## config.mk

```make
export PLATFORM = sky130hd
export DESIGN_NAME = irc_line_framer_tokenizer_flat
export DESIGN_NICKNAME = d
export VERILOG_FILES = /design/src/hdl/irclft_pkg.sv /design/src/hdl/irclft_byte_if.sv /design/src/hdl/irclft_result_if.sv /design/src/hdl/irclft_cfg_if.sv /design/src/hdl/irclft_parse.sv /design/src/hdl/irc_line_framer_tokenizer.sv /design/src/flat_wrapper.sv
export SDC_FILE = /design/constraint.sdc
export NUM_CORES = 1
export LEC_CHECK = 0
export BUFFER_PORTS_ARGS = -buffer_cell sky130_fd_sc_hd__buf_4
export CAP_MARGIN = 10
export CORE_ASPECT_RATIO = 1.25
export CORE_MARGIN = 4
export CORE_UTILIZATION = 31
export CTS_CLUSTER_SIZE = 40
export DETAILED_ROUTE_END_ITERATION = 10
export GPL_ROUTABILITY_DRIVEN = 0
export SLEW_MARGIN = 10
export SYNTH_ARGS = -nofsm -noshare
export SYNTH_HDL_FRONTEND = slang
export SYNTH_SLANG_ARGS = --single-unit
```

## constraint.sdc

```tcl
create_clock -name clk_i -period 6.9 [get_ports clk_i]
set_input_delay 1.38 -clock clk_i [delete_from_list [all_inputs] [get_ports clk_i]]
set_output_delay 1.38 -clock clk_i [all_outputs]
set_load 0.02 [all_outputs]
```

## src/hdl/irclft_pkg.sv

```systemverilog
`default_nettype none

package irclft_pkg;

  localparam int unsigned ByteW    = 8;
  localparam int unsigned MaxLenW  = 10;
  // length counter holds the saturation value itself
  localparam int unsigned LenW     = MaxLenW + 1;
  localparam logic [LenW-1:0]    LenCap    = LenW'(1024);
  localparam logic [MaxLenW-1:0] MaxLenRst = MaxLenW'(512);

  // special characters
  localparam logic [ByteW-1:0] ChEot   = 8'h04;
  localparam logic [ByteW-1:0] ChTab   = 8'h09;
  localparam logic [ByteW-1:0] ChLf    = 8'h0A;
  localparam logic [ByteW-1:0] ChCr    = 8'h0D;
  localparam logic [ByteW-1:0] ChSpace = 8'h20;
  localparam logic [ByteW-1:0] ChColon = 8'h3A;

  typedef enum logic [2:0] {
    FLD_PREFIX  = 3'd0,
    FLD_COMMAND = 3'd1,
    FLD_ARG     = 3'd2,
    FLD_TRAIL   = 3'd3,
    FLD_SEP     = 3'd4
  } field_e;

  typedef enum logic [5:0] {
    PH_LINE_START = 6'b000001,
    PH_PREFIX     = 6'b000010,
    PH_CMD_START  = 6'b000100,
    PH_COMMAND    = 6'b001000,
    PH_ARGS       = 6'b010000,
    PH_TRAIL      = 6'b100000
  } phase_e;

  typedef struct packed {
    logic [ByteW-1:0] out_byte;
    logic             byte_valid;
    field_e           byte_field;
    logic             arg_start;
    logic             line_end;
    logic             line_status;
    logic             malformed;
    logic             trail_present;
  } result_t;

endpackage

`default_nettype wire

```

## src/hdl/irclft_byte_if.sv

```systemverilog
`default_nettype none

interface irclft_byte_if;
  logic       valid;
  logic       ready;
  logic [7:0] data_byte;

  modport source (output valid, output data_byte, input ready);
  modport sink   (input valid, input data_byte, output ready);
endinterface

`default_nettype wire

```

## src/hdl/irclft_result_if.sv

```systemverilog
`default_nettype none

interface irclft_result_if;
  logic       valid;
  logic       ready;
  logic [7:0] out_byte;
  logic       byte_valid;
  logic [2:0] byte_field;
  logic       arg_start;
  logic       line_end;
  logic       line_status;
  logic       malformed;
  logic       trail_present;

  modport source (
    output valid, output out_byte, output byte_valid, output byte_field,
    output arg_start, output line_end, output line_status, output malformed,
    output trail_present, input ready
  );
  modport sink (
    input valid, input out_byte, input byte_valid, input byte_field,
    input arg_start, input line_end, input line_status, input malformed,
    input trail_present, output ready
  );
endinterface

`default_nettype wire

```

## src/hdl/irclft_cfg_if.sv

```systemverilog
`default_nettype none

interface irclft_cfg_if;
  logic       valid;
  logic       ready;
  logic [9:0] max_line_length;

  modport source (output valid, output max_line_length, input ready);
  modport sink   (input valid, input max_line_length, output ready);
endinterface

`default_nettype wire

```

## src/hdl/irclft_parse.sv

```systemverilog
`default_nettype none

module irclft_parse (
  input  wire logic                           clk_i,
  input  wire logic                           rst_ni,
  input  wire logic                           fire_i,
  input  wire logic [irclft_pkg::ByteW-1:0]   byte_i,
  input  wire logic [irclft_pkg::MaxLenW-1:0] max_len_i,
  output irclft_pkg::result_t                 res_o
);
  import irclft_pkg::*;

  phase_e            phase_q, phase_d;
  logic [ByteW-1:0]  held_byte_q, held_byte_d;
  logic              held_valid_q, held_valid_d;
  logic              last_cr_q, last_cr_d;
  logic [LenW-1:0]   len_q, len_d;
  logic              mal_q, mal_d;
  logic              trail_q, trail_d;
  logic              in_arg_q, in_arg_d;

  // classification of the held byte
  phase_e            cls_phase;
  field_e            cls_field;
  logic              cls_arg_start;
  logic              cls_mal;
  logic              cls_trail;
  logic              cls_in_arg;
  logic              held_white;
  logic              at_cmd_start;

  assign held_white = (held_byte_q == ChSpace)
                   || ((held_byte_q >= ChTab) && (held_byte_q <= ChCr));
  assign at_cmd_start = (phase_q == PH_LINE_START) || (phase_q == PH_CMD_START);

  always_comb begin
    cls_phase     = phase_q;
    cls_field     = FLD_SEP;
    cls_arg_start = 1'b0;
    cls_mal       = mal_q;
    cls_trail     = trail_q;
    cls_in_arg    = in_arg_q;
    if ((phase_q == PH_LINE_START) && (held_byte_q == ChColon)) begin
      cls_phase = PH_PREFIX;
    end else if (phase_q == PH_PREFIX) begin
      if (held_byte_q == ChSpace) begin
        cls_phase = PH_CMD_START;
      end else begin
        cls_field = FLD_PREFIX;
      end
    end else if (phase_q == PH_TRAIL) begin
      cls_field = FLD_TRAIL;
    end else begin
      if (at_cmd_start && held_white) begin
        cls_mal = 1'b1;
      end
      if (held_byte_q == ChColon) begin
        cls_trail = 1'b1;
        cls_phase = PH_TRAIL;
      end else if (held_byte_q == ChSpace) begin
        cls_in_arg = 1'b0;
        cls_phase  = PH_ARGS;
      end else if (at_cmd_start || (phase_q == PH_COMMAND)) begin
        cls_field = FLD_COMMAND;
        cls_phase = PH_COMMAND;
      end else begin
        cls_field     = FLD_ARG;
        cls_arg_start = ~in_arg_q;
        cls_in_arg    = 1'b1;
        cls_phase     = PH_ARGS;
      end
    end
  end

  // per-byte step: discard, line end, or release of the held byte
  always_comb begin
    phase_d      = phase_q;
    held_byte_d  = held_byte_q;
    held_valid_d = held_valid_q;
    last_cr_d    = last_cr_q;
    len_d        = len_q;
    mal_d        = mal_q;
    trail_d      = trail_q;
    in_arg_d     = in_arg_q;
    res_o        = '0;
    res_o.byte_field = FLD_PREFIX;
    if (byte_i == ChEot) begin
      last_cr_d = 1'b0;
    end else if (byte_i == ChLf) begin
      if (last_cr_q) begin
        res_o.line_end      = 1'b1;
        res_o.line_status   = (len_q > {1'b0, max_len_i});
        res_o.malformed     = mal_q;
        res_o.trail_present = trail_q;
        phase_d      = PH_LINE_START;
        held_byte_d  = '0;
        held_valid_d = 1'b0;
        last_cr_d    = 1'b0;
        len_d        = '0;
        mal_d        = 1'b0;
        trail_d      = 1'b0;
        in_arg_d     = 1'b0;
      end
    end else begin
      if (held_valid_q) begin
        res_o.out_byte   = held_byte_q;
        res_o.byte_valid = 1'b1;
        res_o.byte_field = cls_field;
        res_o.arg_start  = cls_arg_start;
        phase_d  = cls_phase;
        mal_d    = cls_mal;
        trail_d  = cls_trail;
        in_arg_d = cls_in_arg;
        if (len_q < LenCap) begin
          len_d = len_q + LenW'(1);
        end
      end
      held_byte_d  = byte_i;
      held_valid_d = 1'b1;
      last_cr_d    = (byte_i == ChCr);
    end
  end

  // parse state
  always_ff @(posedge clk_i or negedge rst_ni) begin
    if (!rst_ni) begin
      phase_q      <= PH_LINE_START;
      held_byte_q  <= '0;
      held_valid_q <= 1'b0;
      last_cr_q    <= 1'b0;
      len_q        <= '0;
      mal_q        <= 1'b0;
      trail_q      <= 1'b0;
      in_arg_q     <= 1'b0;
    end else if (fire_i) begin
      phase_q      <= phase_d;
      held_byte_q  <= held_byte_d;
      held_valid_q <= held_valid_d;
      last_cr_q    <= last_cr_d;
      len_q        <= len_d;
      mal_q        <= mal_d;
      trail_q      <= trail_d;
      in_arg_q     <= in_arg_d;
    end
  end

`ifndef SYNTHESIS
  a_line_end_clears: assert property (@(posedge clk_i) disable iff (!rst_ni)
    (fire_i && res_o.line_end) |=> (!held_valid_q && (phase_q == PH_LINE_START)
                                    && (len_q == '0)))
    else $error("line end did not restart the line");

  a_len_capped: assert property (@(posedge clk_i) disable iff (!rst_ni)
    len_q <= LenCap)
    else $error("line length above saturation");

  a_eot_keeps_held: assert property (@(posedge clk_i) disable iff (!rst_ni)
    (fire_i && (byte_i == ChEot)) |=> ($stable(held_byte_q) && $stable(len_q)
                                       && !last_cr_q))
    else $error("discarded byte disturbed the held byte");

  a_release_needs_held: assert property (@(posedge clk_i) disable iff (!rst_ni)
    (fire_i && res_o.byte_valid) |-> (held_valid_q && !res_o.line_end))
    else $error("byte released without a held byte");
`endif

endmodule

`default_nettype wire

```

## src/hdl/irc_line_framer_tokenizer.sv

```systemverilog
`default_nettype none

// an accepted byte waits in the input register, and its result is held in the result register until taken
// throughput: one byte per cycle while the result sink keeps taking results, set by the parse state update
// the output register lets the next byte enter while a result waits to be taken
// reset (async, active low): line start, nothing held, max line length 512
module irc_line_framer_tokenizer (
  input  wire logic   clk_i,
  input  wire logic   rst_ni,
  irclft_cfg_if.sink      cfg_i,
  irclft_byte_if.sink     in_i,
  irclft_result_if.source out_o
);
  import irclft_pkg::*;

  logic [MaxLenW-1:0] max_len_q;
  logic               s1_valid_q, s1_valid_d;
  logic [ByteW-1:0]   s1_byte_q;
  logic               out_valid_q, out_valid_d;
  result_t            out_q;
  result_t            step_res;
  logic               advance;
  logic               fire;
  logic               in_take;

  // configuration register, always writable
  assign cfg_i.ready = 1'b1;

  always_ff @(posedge clk_i or negedge rst_ni) begin
    if (!rst_ni) begin
      max_len_q <= MaxLenRst;
    end else if (cfg_i.valid) begin
      max_len_q <= cfg_i.max_line_length;
    end
  end

  // handshake control
  assign advance    = !out_valid_q || out_o.ready;
  assign fire       = s1_valid_q && advance;
  assign in_i.ready = !s1_valid_q || advance;
  assign in_take    = in_i.valid && in_i.ready;

  assign s1_valid_d  = in_take ? 1'b1 : (advance ? 1'b0 : s1_valid_q);
  assign out_valid_d = fire ? 1'b1 : (out_o.ready ? 1'b0 : out_valid_q);

  // input register
  always_ff @(posedge clk_i or negedge rst_ni) begin
    if (!rst_ni) begin
      s1_valid_q <= 1'b0;
    end else begin
      s1_valid_q <= s1_valid_d;
    end
  end

  always_ff @(posedge clk_i) begin
    if (in_take) begin
      s1_byte_q <= in_i.data_byte;
    end
  end

  irclft_parse u_parse (
    .clk_i     (clk_i),
    .rst_ni    (rst_ni),
    .fire_i    (fire),
    .byte_i    (s1_byte_q),
    .max_len_i (max_len_q),
    .res_o     (step_res)
  );

  // result register
  always_ff @(posedge clk_i or negedge rst_ni) begin
    if (!rst_ni) begin
      out_valid_q <= 1'b0;
    end else begin
      out_valid_q <= out_valid_d;
    end
  end

  always_ff @(posedge clk_i) begin
    if (fire) begin
      out_q <= step_res;
    end
  end

  assign out_o.valid         = out_valid_q;
  assign out_o.out_byte      = out_q.out_byte;
  assign out_o.byte_valid    = out_q.byte_valid;
  assign out_o.byte_field    = out_q.byte_field;
  assign out_o.arg_start     = out_q.arg_start;
  assign out_o.line_end      = out_q.line_end;
  assign out_o.line_status   = out_q.line_status;
  assign out_o.malformed     = out_q.malformed;
  assign out_o.trail_present = out_q.trail_present;

`ifndef SYNTHESIS
  a_out_holds: assert property (@(posedge clk_i) disable iff (!rst_ni)
    (out_valid_q && !out_o.ready) |=> (out_valid_q && $stable(out_q)))
    else $error("waiting result changed");

  a_no_overrun: assert property (@(posedge clk_i) disable iff (!rst_ni)
    (s1_valid_q && !advance) |-> !in_i.ready)
    else $error("input register would be overwritten");

  a_fire_fills_out: assert property (@(posedge clk_i) disable iff (!rst_ni)
    fire |=> out_valid_q)
    else $error("step result lost");
`endif

endmodule

`default_nettype wire

```

## src/flat_wrapper.sv

```systemverilog
// flat-port wrapper written by rule: the top's interface ports become plain ports
module irc_line_framer_tokenizer_flat import irclft_pkg::*;
  (clk_i, rst_ni, cfg_i_valid, cfg_i_max_line_length, cfg_i_ready, in_i_valid, in_i_data_byte, in_i_ready, out_o_valid, out_o_out_byte, out_o_byte_valid, out_o_byte_field, out_o_arg_start, out_o_line_end, out_o_line_status, out_o_malformed, out_o_trail_present, out_o_ready);
  irclft_cfg_if cfg_i_i ();
  irclft_byte_if in_i_i ();
  irclft_result_if out_o_i ();
  input  wire logic clk_i;
  input  wire logic rst_ni;
  input wire logic [$bits(cfg_i_i.valid)-1:0] cfg_i_valid;
  input wire logic [$bits(cfg_i_i.max_line_length)-1:0] cfg_i_max_line_length;
  output wire logic [$bits(cfg_i_i.ready)-1:0] cfg_i_ready;
  input wire logic [$bits(in_i_i.valid)-1:0] in_i_valid;
  input wire logic [$bits(in_i_i.data_byte)-1:0] in_i_data_byte;
  output wire logic [$bits(in_i_i.ready)-1:0] in_i_ready;
  output wire logic [$bits(out_o_i.valid)-1:0] out_o_valid;
  output wire logic [$bits(out_o_i.out_byte)-1:0] out_o_out_byte;
  output wire logic [$bits(out_o_i.byte_valid)-1:0] out_o_byte_valid;
  output wire logic [$bits(out_o_i.byte_field)-1:0] out_o_byte_field;
  output wire logic [$bits(out_o_i.arg_start)-1:0] out_o_arg_start;
  output wire logic [$bits(out_o_i.line_end)-1:0] out_o_line_end;
  output wire logic [$bits(out_o_i.line_status)-1:0] out_o_line_status;
  output wire logic [$bits(out_o_i.malformed)-1:0] out_o_malformed;
  output wire logic [$bits(out_o_i.trail_present)-1:0] out_o_trail_present;
  input wire logic [$bits(out_o_i.ready)-1:0] out_o_ready;
  assign cfg_i_i.valid = cfg_i_valid;
  assign cfg_i_i.max_line_length = cfg_i_max_line_length;
  assign cfg_i_ready = cfg_i_i.ready;
  assign in_i_i.valid = in_i_valid;
  assign in_i_i.data_byte = in_i_data_byte;
  assign in_i_ready = in_i_i.ready;
  assign out_o_valid = out_o_i.valid;
  assign out_o_out_byte = out_o_i.out_byte;
  assign out_o_byte_valid = out_o_i.byte_valid;
  assign out_o_byte_field = out_o_i.byte_field;
  assign out_o_arg_start = out_o_i.arg_start;
  assign out_o_line_end = out_o_i.line_end;
  assign out_o_line_status = out_o_i.line_status;
  assign out_o_malformed = out_o_i.malformed;
  assign out_o_trail_present = out_o_i.trail_present;
  assign out_o_i.ready = out_o_ready;
  irc_line_framer_tokenizer u_core (.clk_i(clk_i), .rst_ni(rst_ni), .cfg_i(cfg_i_i), .in_i(in_i_i), .out_o(out_o_i));
endmodule
```

==> impl_metrics.ini <==
[sta]
hold_viol_final = 0
fin_crit_sh_pct = 46.8
fin_hold_ws_ps = 482
fin_tns_setup_ps = 0
rsz0062_at_grt = no
maxSlewViolCount = 0
tightest_slew_ps = 794
setup_violations = 0
fmax_mhz = 309
maxSlewHeadroom_pct = 47.0
finalCriticalPeriod_ps = 3230
worst_clock_skew_ps = 6.07

[clocking]
cts_tree = built
htree_levels = 3
clkSlewWorstSetupHoldPaths_ps = 50
cts-hold-fix-buffers = 0
cts-root-buf = clkbuf_16
cts_resized = 0
cts_buffers = 9
cts_setup_buffers = 0
insertion_delay_ps = 330
clockBufferDepth = 2
cts.sinks = 67

[pwr]
p_seq_share_pct = 43.7
p_per_area_nw_per_um2 = 285
combPwrFrac_pct = 14.9
p_switching_mw = 0.297
p_leak_nw = 1.78
switching_share_pct = 25.8
p_int_mw = 0.856
peakVddDrop_v = 0.000135
pwr-share-clk_pct = 41.3

[setup_path]
crit_type = in2out
r2r_cells = 5
cpMostUsedCell = buf_4
critPathTopFamily = buffers and inverters
critPathBufInv = 2
r2r_setup_slack_ps = 4280
path_cells = buf_4 > nand3b_1 > buf_4
required_ps = 5520
cp-end-kind = output port
cp.arrival_ps = 1850
cpMaxStageDelayCell = nand3b_1
start_kind = input pin
crit_cells = 3
path_max_fanout = 3
slowest_delay_ps = 180

[layout]
drive_gt1_share_pct = 23.0
final_nets = 365
design_area_um2 = 4040
diodes = 0
syn2layout_area_growth_pct = 21.8

[detailed_routing]
postRouteAntennaNets = 0
route.detailed.drc = 0
drtPass1Iterations = 4
avgRoutedWirePerCell_um = 15.1
m1WireLength_mm = 2.98
wirelength_mm = 7.03
avgViaCountPerCell = 5.14
drtIter0Drc = 124
wl_met2_mm = 3.58
wl_met3_um = 288
vias = 2402
topRoutingLayerUsed = met4

[grt]
grt_start_max_net_pins = 43
grt_pass1_wl_mm = 11.8
track_usage_pct = 12.3
gr-total-overflow = 0
antenna_found_initial = 0
grt_pass1_vias = 2500

[yosys]
synth-seq-cells = 67
yosysSeqAreaShare_pct = 54.3
async_flop_share_pct = 62.7
synth_edf_count = 25
synth_area_per_cell_um2 = 11.5
synthFlopType = dfrtp_1
synth_cells = 289
yosysWarnings = 0
synth.distinct_cells = 54
synthesis.area_um2 = 3320
synth_nets = 323

[floorplanning]
die_w_um = 101
core_um2 = 10500
io_pins = 43
start_util_pct = 31.6
fp-row-count = 42
dieArea_um2 = 12400
fp.dieH_um = 124

[placed_design]
io_buffer_count = 41
hpwlAfterDp_mm = 5.19
dpl-instance-area_um2 = 3740

[job]
max_cap_viol_count = 0

[worst_hold_path]
min_path_cells = 1
hold_class = reg2reg

[run_status]
status = complete, no violations
## sequential cells by signal (all words and copies together) (netlist names), 3 cells and up
signal / count
u_core.u_parse.len_q: 11
u_core.max_len_q: 10
u_core.out_o.out_byte: 8
u_core.s1_byte_q: 8
u_core.u_parse.held_byte_q: 8
u_core.u_parse.phase_q: 6
u_core.out_o.byte_field: 3
## cells in the mapped netlist (5+ instances only)
master / n / area (µm²)
a211oi_1: 5 / 37.5
edfxtp_1: 25 / 751
o211ai_1: 10 / 75.1
mux2_2: 8 / 90.1
and3_1: 18 / 113
and2_1: 8 / 50.1
nand3_1: 8 / 40.0
inv_1: 14 / 52.6
nand2_1: 28 / 105
ha_1: 11 / 138
dfrtp_1: 40 / 1000
clkbuf_1: 5 / 18.8
nor3_1: 6 / 30.0
o21ai_0: 17 / 85.1
nor2_1: 6 / 22.5
or4_1: 7 / 52.6
## final cells by class
cell class                 instances  area [µm²]
multi-input combinational        198        1410
sequential                        67        1800
fill                            1048        6470
timing repair buffer              41         308
inverter                          14        52.6
clock inverter                     5        78.8
tap                              132         165
clock buffer                      10         229
## power by group through the flow
stage | registers, mW | logic, mW | clock network (mW)
after floorplan | 0.510 | 0.111 | 0
after global routing | 0.512 | 0.198 | 0.509
after global placement | 0.511 | 0.171 | 0
after detailed placement | 0.512 | 0.176 | 0
final | 0.504 | 0.172 | 0.477
after CTS | 0.505 | 0.176 | 0.489
## through the flow
| step | setup WS, ps | instances | util [%] | power (mW) |
|---|---|---|---|---|
| after CTS | 3670 | 467 | 38.5 | 1.17 |
| after global routing | 3570 | 467 | 38.5 | 1.22 |
| after global placement | 3530 | 452 | 35.5 | 0.681 |
| after floorplan | 3860 | 289 | - | 0.621 |
| after detailed placement | 3450 | 452 | 35.5 | 0.688 |
| final | 3670 | 467 | 38.5 | 1.15 |
## placed cells by master, fill, tap and decap left out, types with 7 or more instances in the layout
| master | instances |
|---|---|
| or4_1 | 7 |
| edfxtp_1 | 25 |
| nand3_1 | 8 |
| o211ai_1 | 10 |
| nand2_1 | 28 |
| and2_1 | 8 |
| dfrtp_1 | 40 |
| o21ai_0 | 17 |
| mux2_2 | 8 |
| and3_1 | 18 |
| buf_4 | 41 |
| inv_1 | 14 |
| ha_1 | 11 |
| clkbuf_16 | 9 |
## per-layer routing
layer	up-vias	track usage, %
met2	57	21.6
met1	1167	13.8
met4	0	5.90
met3	15	3.14
met5	-	0
li1	1163	-
## cell families (layout without fill, tap and decap cells)
group	after synthesis	in the layout	share of synthesized area [%]
and+or+nand+nor	113	113	20.1
DFF	67	67	54.3
AOI/OAI and AO/OA	58	58	12.8
buffers and inverters	24	70	3.32
muxes	12	12	4.37
adders and majority gates	11	11	4.14
xor gates and xnor gates	3	3	0.791
other	1	1	0.113
## path summary, 6_finish.rpt
| path | start | end |
|---|---|---|
| max reg2reg | u_core.s1_byte_q[7] | u_core.u_parse.phase_q[3] |
| min in group asynchronous | rst_ni | u_core.max_len_q[8] |
| max | out_o_ready | in_i_ready |
| min | u_core.u_parse.in_arg_q | u_core.u_parse.in_arg_q |
| min reg2reg | u_core.u_parse.in_arg_q | u_core.u_parse.in_arg_q |
| max in group asynchronous | rst_ni | u_core.u_parse.phase_q[0] |
Power figures use the tool's default switching activity.
